### src/design/nearest_point_on_segments_defines.svh
// Assertion macros shared by the nearest point on segments RTL.
`ifndef NEAREST_POINT_ON_SEGMENTS_DEFINES_SVH
`define NEAREST_POINT_ON_SEGMENTS_DEFINES_SVH

// same-cycle implication, clocked on clk, off during reset
`define NPOS_ASSERT_IMP(lbl, ante, cons, msg) \
  lbl: assert property (@(posedge clk) disable iff (!rst_n) (ante) |-> (cons)) \
    else $error(msg);

// next-cycle implication
`define NPOS_ASSERT_NXT(lbl, ante, cons, msg) \
  lbl: assert property (@(posedge clk) disable iff (!rst_n) (ante) |=> (cons)) \
    else $error(msg);

`endif

### src/design/npos_pkg.sv
// Shared types and constants for the nearest point on segments block.
`default_nettype none
package npos_pkg;

  localparam int COORD_W           = 18;
  localparam int IDX_W             = 9;
  localparam int CNT_W             = 9;
  localparam int SEG_OUT_W         = 8;
  localparam int DIST_W            = 37;
  localparam int DIFF_W            = COORD_W + 1;
  localparam int PROD_W            = 2 * DIFF_W;
  localparam int SQS_W             = PROD_W;
  localparam int DOT_W             = PROD_W + 1;
  localparam int POINT_W           = 2 * COORD_W;
  localparam int IN_TDATA_W        = 48;
  localparam int OUT_TDATA_W       = 88;
  localparam int DEF_MAX_SEGMENTS  = 256;
  localparam int DEF_FRACTION_BITS = 16;

  localparam logic OP_WRITE = 1'b0;
  localparam logic OP_QUERY = 1'b1;

endpackage
`default_nettype wire

### src/design/npos_div.sv
// Restoring divider, one quotient bit per cycle, for the projection parameter.
`default_nettype none
module npos_div
  import npos_pkg::*;
#(
  parameter int FRACTION_BITS = DEF_FRACTION_BITS
) (
  input  wire logic                     clk,
  input  wire logic                     rst_n,
  input  wire logic                     start,
  input  wire logic [SQS_W-1:0]         dividend,
  input  wire logic [SQS_W-1:0]         divisor,
  output logic                          done,
  output logic      [FRACTION_BITS-1:0] quot
);

  localparam int CW = $clog2(FRACTION_BITS + 1);

  logic [SQS_W-1:0]         rem_r, rem_nxt;
  logic [SQS_W-1:0]         den_r;
  logic [FRACTION_BITS-1:0] q_r, q_nxt;
  logic [CW-1:0]            cnt_r;
  logic                     run_r;
  logic                     done_r;
  logic [SQS_W:0]           sh;
  logic                     ge;

  always_comb begin
    sh      = {rem_r, 1'b0};
    ge      = sh >= {1'b0, den_r};
    rem_nxt = ge ? SQS_W'(sh - {1'b0, den_r}) : SQS_W'(sh);
    q_nxt   = {q_r[FRACTION_BITS-2:0], ge};
  end

  always_ff @(posedge clk) begin
    if (!rst_n) begin
      run_r  <= 1'b0;
      done_r <= 1'b0;
      cnt_r  <= '0;
    end else if (start) begin
      run_r  <= 1'b1;
      done_r <= 1'b0;
      cnt_r  <= CW'(FRACTION_BITS);
    end else if (run_r) begin
      cnt_r <= cnt_r - 1'b1;
      if (cnt_r == CW'(1)) begin
        run_r  <= 1'b0;
        done_r <= 1'b1;
      end
    end
  end

  always_ff @(posedge clk) begin
    if (start) begin
      rem_r <= dividend;
      den_r <= divisor;
      q_r   <= '0;
    end else if (run_r) begin
      rem_r <= rem_nxt;
      q_r   <= q_nxt;
    end
  end

  assign done = done_r;
  assign quot = q_r;

endmodule
`default_nettype wire

### config.mk
export PLATFORM = sky130hd
export DESIGN_NAME = npos_div
export DESIGN_NICKNAME = d
export VERILOG_FILES = /design/src/design/nearest_point_on_segments_defines.svh /design/src/design/npos_pkg.sv /design/src/design/npos_div.sv
export SDC_FILE = /design/constraint.sdc
export NUM_CORES = 1
export LEC_CHECK = 0
export ABC_AREA = 1
export CAP_MARGIN = 20
export CORE_ASPECT_RATIO = 0.9
export CORE_MARGIN = 4
export CORE_UTILIZATION = 47
export CTS_BUF_LIST = sky130_fd_sc_hd__clkbuf_16
export CTS_CLUSTER_DIAMETER = 30
export DETAILED_ROUTE_END_ITERATION = 10
export DONT_BUFFER_PORTS = 1
export GPL_ROUTABILITY_DRIVEN = 1
export PLACE_DENSITY = 0.66
export SLEW_MARGIN = 20
export SYNTH_ARGS = -nofsm -noshare
export SYNTH_HDL_FRONTEND = slang
export SYNTH_SLANG_ARGS = --single-unit
export TNS_END_PERCENT = 10
### constraint.sdc
create_clock -name clk -period 7.75 [get_ports clk]
set_input_delay 1.9375 -clock clk [delete_from_list [all_inputs] [get_ports clk]]
set_output_delay 1.9375 -clock clk [all_outputs]
set_load 0.01 [all_outputs]
After elaboration in Yosys (flattened, before gate mapping):

Index checks and enable logic that the tools add are counted.

* word-level logic and storage cells: 23
* output and inout bits: 17
* bits in latches: 0
* bits of input ports: 79
* memories: 0
* memory bits (writable): 0
* ROM bits: 0
* register bits: 99

* multipliers: 0
* add/subtract/negate cells: 2
* mux-type cells: 8
* bitwise logic cells: 1
* equal/unequal tests: 1
* magnitude comparators: 1
* reduce and logical (&&, ||, !) cells: 3
* shifts and indexed selects: 0
* div/mod/pow operators: 0

Operators by type and width (number)
* $mux W38: 3
* $ge A39 B38 Y1: 1
* $sub A38 B38 Y38: 1
* $mux W5: 2
* $eq A5 B1 Y1 const B: 1
* $sub A5 B1 Y5 const B: 1
* $mux W1: 3
* $reduce_and A2 Y1: 1
* $reduce_bool A2 Y1: 1
* $reduce_or A2 Y1: 1
* $not A1 Y1: 1

Logic depth before layout (Yosys ltp):

* depth in word-level cells: 4
* gate-level depth with buffers: 17
* mapped depth without buffers: 17

Worst setup path before layout:

Ideal clock, no wire load.

* path kind: input to register
* from: input start
* to: register rem_r[0], enable pin
* data arrival time: 3.712 ns
* cell stages on the path: 4
* library setup time: 0.417 ns
* buffers on the path: 2
* setup slack: 3.621 ns
* data required time: 7.333 ns
* path through: clkbuf_1 > clkinv_1 > nand2_1 > clkbuf_1

* word-level cells in the longest chain between the ends: 1

Ends and longest elaborated chain
* from (decl): RTL line npos_div.sv:10 `input wire logic start,`
* $reduce_bool A2 Y1 (no line)
* to (signal assigned): RTL line npos_div.sv:55 `rem_r <= dividend;`
* to (signal assigned): RTL line npos_div.sv:59 `rem_r <= rem_nxt;`
* to (decl): RTL line npos_div.sv:19 `logic [SQS_W-1:0] rem_r, rem_nxt;`

Every way passes these cells.
A chain may end at the register's enable or synchronous reset.

Worst setup path after layout:

* from: register rem_r[31]
* to: register rem_r[19] (data pin)

* word-level cells in the longest chain between the ends: 4

Ends and longest elaborated chain
* $ge A39 B38 Y1: RTL line npos_div.sv:30 `ge = sh >= {1'b0, den_r};`
* $mux W38: RTL line npos_div.sv:31 `rem_nxt = ge ? SQS_W'(sh - {1'b0, den_r}) : SQS_W'(sh);`
* $mux W38: RTL line npos_div.sv:58 `end else if (run_r) begin`
* $mux W38: RTL line npos_div.sv:54 `if (start) begin`

Every way passes these cells. The select of a mux whose other input is x is not followed.

==> flow_metrics.py <==
metrics = {
    "run_status": {
        "outcome": "completed",
    },
    "routing": {
        "vias": 6090,
        "first_pass_iters": 5,
        "wl_microns": 17400,
        "detail-route-antenna-nets": 0,
        "drc": 0,
        "drtIter0Drc": 499,
        "vias_per_cell": 4.98,
        "post_drt_wl_per_cell_microns": 14.2,
    },
    "sta": {
        "finalMaxSlewViolations": 0,
        "post-route-period-util": 0.451,
        "hold_viol": 0,
        "finalSetupViolCount": 0,
        "finClkSkew_ns": 0.0120,
        "period_needed_ns": 3.50,
        "slew_headroom": 0.293,
        "worstMarginPinSlew_ns": 1.06,
        "setup_tns_ns": 0,
        "rsz0062_at_grt": "no",
        "fmax_mhz": 286,
    },
    "floorplan": {
        "die_w_microns": 140,
        "rows": 43,
        "io_pins": 96,
        "fp.dieH_microns": 127,
        "die_area_sq_um": 17700,
        "start_util": 0.478,
        "core_sq_um": 15300,
    },
    "power_and_ir_drop": {
        "power.density_nw_per_um2": 264,
        "leakage_nw": 3.86,
        "peakVddDrop_v": 0.000129,
    },
    "critical_path": {
        "crit_slowest_cell": "inv_2",
        "worstPathArrival_ns": 3.74,
        "reg2reg_from": "rem_r[31]$_DFFE_PP_",
        "r2r-end": "rem_r[19]$_DFFE_PP_",
        "worst_setup_path_start_kind": "flip-flop",
        "cp-end-kind": "flip-flop",
        "worstPathMaxFanout": 39,
        "cp_cell_sequence": "ha_1 > a21oi_1 > nor2_1 > o21ai_0 > nand3_1 > inv_2 > nand2_2 > nand2_1 > nand3_1 > nand2_1",
        "cp_num_buf_inv": 1,
        "r2r_cells": 10,
        "slowest_delay_ns": 0.77,
        "critPathKind": "flip-flop to flip-flop",
        "crit_family": "simple AND/OR/NAND/NOR gates",
        "regToRegSetupSlack_ns": 4.25,
        "required_ns": 7.99,
    },
    "synth": {
        "synth_warnings": 0,
        "synthDistinctLibCells": 37,
        "ys_ff_latch": 99,
        "synth_area_sq_um": 7340,
        "synthCells": 1026,
        "avgSynthCellArea_sq_um": 7.15,
        "ys_seq_area_frac": 0.374,
        "synth_fp_nets": 1146,
    },
    "global_routing": {
        "antenna_found_initial": 0,
        "grt_pass1_wl_microns": 28800,
        "grt_pass1_vias": 5798,
        "grt_use_total": 0.200,
        "grt-ovfl-total": 0,
        "grt_max_degree": 80,
    },
    "placement": {
        "finalWeightedCongestion": 0.926,
        "io_buffer_count": 0,
        "dp_hpwl_microns": 13200,
        "post_dp_cell_area_sq_um": 7440,
    },
    "cts": {
        "cts_tree": "yes",
        "insertion_delay_ns": 0.37,
        "htree_levels": 3,
        "cts-root-buf": "clkbuf_16",
        "ctsHoldBuffers": 0,
        "numCtsBuffers": 9,
        "path_clk_slew_ns": 0.08,
        "clockBufferDepth": 2,
        "cts_resized": 0,
        "post_cts_buffers": 0,
        "cts_sinks": 99,
    },
    "hold_path": {
        "holdCritStartpoint": "cnt_r[1]$_SDFFE_PP0P_",
        "hp-class": "flip-flop to flip-flop",
        "hold_depth": 2,
        "worstHoldEndpoint": "cnt_r[1]$_SDFFE_PP0P_",
    },
    "cells_and_area": {
        "design_area_sq_um": 7760,
        "final_core_util": 0.506,
        "syn2layout_area_growth_pct": 5.78,
        "n_antenna_cell": 0,
        "fin_nets": 1136,
        "nFillCells": 1590,
        "drive_gt1_frac": 0.0715,
    },
    "flow_run": {
        "cap_violations": 0,
    },
}
area by class of cell:
cell class                      count  area [sq um]  area share
Clock buffer                        9           225      0.0290
Clock inverter                      7          93.8      0.0121
Inverter                          185           694      0.0895
Multi-Input combinational cell    718          3730       0.480
Sequential cell                    99          2740       0.353
Tap cell                          202           253      0.0326
Timing Repair Buffer                3          22.5     0.00290
how the worst max path moves through the flow:
| stage | start | to | slack (ns) | cells past startpoint |
|---|---|---|---|---|
| after floorplan | start | rem_r[0]$_DFFE_PP_ | 3.62 | 4 |
| final | rem_r[31]$_DFFE_PP_ | rem_r[19]$_DFFE_PP_ | 4.25 | 10 |
| after CTS | rem_r[31]$_DFFE_PP_ | rem_r[33]$_DFFE_PP_ | 4.23 | 10 |
| after global placement | start | rem_r[23]$_DFFE_PP_ | 4.25 | 4 |
| after detailed placement | start | rem_r[23]$_DFFE_PP_ | 4.24 | 4 |
| after global routing | rem_r[20]$_DFFE_PP_ | rem_r[33]$_DFFE_PP_ | 3.91 | 13 |
through the flow:
stage	worst slack, ns	hold slack [ns]	total power [W]	std cells
5_1_grt	3.91	0.528	0.00223	1223
2_1_floorplan	3.62	0.475	0.00141	1026
3_3_place_gp	4.25	0.494	0.00158	1207
4_1_cts	4.23	0.513	0.00206	1223
6_report	4.25	0.511	0.00205	1223
3_5_place_dp	4.24	0.503	0.00158	1207
where the power goes:
group	leakage [nW]	total, W	switching [W]	internal (W)
clock network	0.154	0.000470	0.000235	0.000234
logic	2.76	0.000889	0.000564	0.000325
registers	0.945	0.000690	0.0000334	0.000656
synth_stat cells, drive strengths merged:
library cell / n / area share
clkinv: 1 / 0.00051
ha: 40 / 0.068
o21ai: 12 / 0.0082
o31a: 1 / 0.0012
a21oi: 30 / 0.020
a31oi: 1 / 0.00085
clkbuf: 8 / 0.0041
and3: 2 / 0.0017
nor3: 7 / 0.0061
nand2: 379 / 0.20
dfxtp: 23 / 0.063
o211ai: 1 / 0.0010
nand4: 4 / 0.0034
edfxtp: 76 / 0.31
o21bai: 5 / 0.0051
xor2: 3 / 0.0036
xnor2: 16 / 0.019
a211oi: 1 / 0.0010
nor2: 77 / 0.040
nand3b: 42 / 0.058
buf: 16 / 0.019
o22ai: 14 / 0.012
inv: 184 / 0.094
a21o: 1 / 0.0010
fa: 1 / 0.0027
nor4: 1 / 0.00085
or2: 2 / 0.0017
nand3: 76 / 0.053
and2: 2 / 0.0017
placed cells by master (no fill, tap or decap), types with 7 or more instances in the layout:
master	instances
a21oi_1	30
clkbuf_16	9
dfxtp_1	23
edfxtp_1	76
ha_1	40
inv_1	177
inv_2	7
nand2_1	370
nand2_2	9
nand3_1	75
nand3b_1	12
nand3b_2	30
nor2_1	74
o21ai_0	11
o22ai_1	14
xnor2_1	16
kinds of logic after synthesis:
group,after synthesis,share of synthesized area
AO/OA/AOI/OAI,66,0.0508
XOR/XNOR,19,0.0227
adder cells (fa/ha/maj),41,0.0710
buffers and inverters,209,0.118
flip-flops,99,0.374
AND/OR/NAND/NOR,592,0.363
per-layer routing:
metal / vias to the layer above / global-route usage / part of all wire
li1: 3208 / - / -
met1: 2726 / 0.295 / 0.51
met2: 144 / 0.299 / 0.42
met3: 12 / 0.0445 / 0.059
met4: 0 / 0.0484 / 0.011
met5: - / 0 / 0
worst reg2reg max path: cells and delay by family (launching register included):
family          cells  cell delay (ns)
simple gates        6             1.38
fa+ha+maj           1             0.38
flops               1             0.39
buf+inv             1             0.77
compound gates      2             0.45
sequential cells by signal, indices dropped and copies added, names as in the netlist:
| signal | cells |
|---|---|
| den_r | 38 |
| rem_r | 38 |
| quot | 16 |
| cnt_r | 5 |
| done | 1 |
| run_r | 1 |
Note: power is estimated with default switching activity, not from simulation.
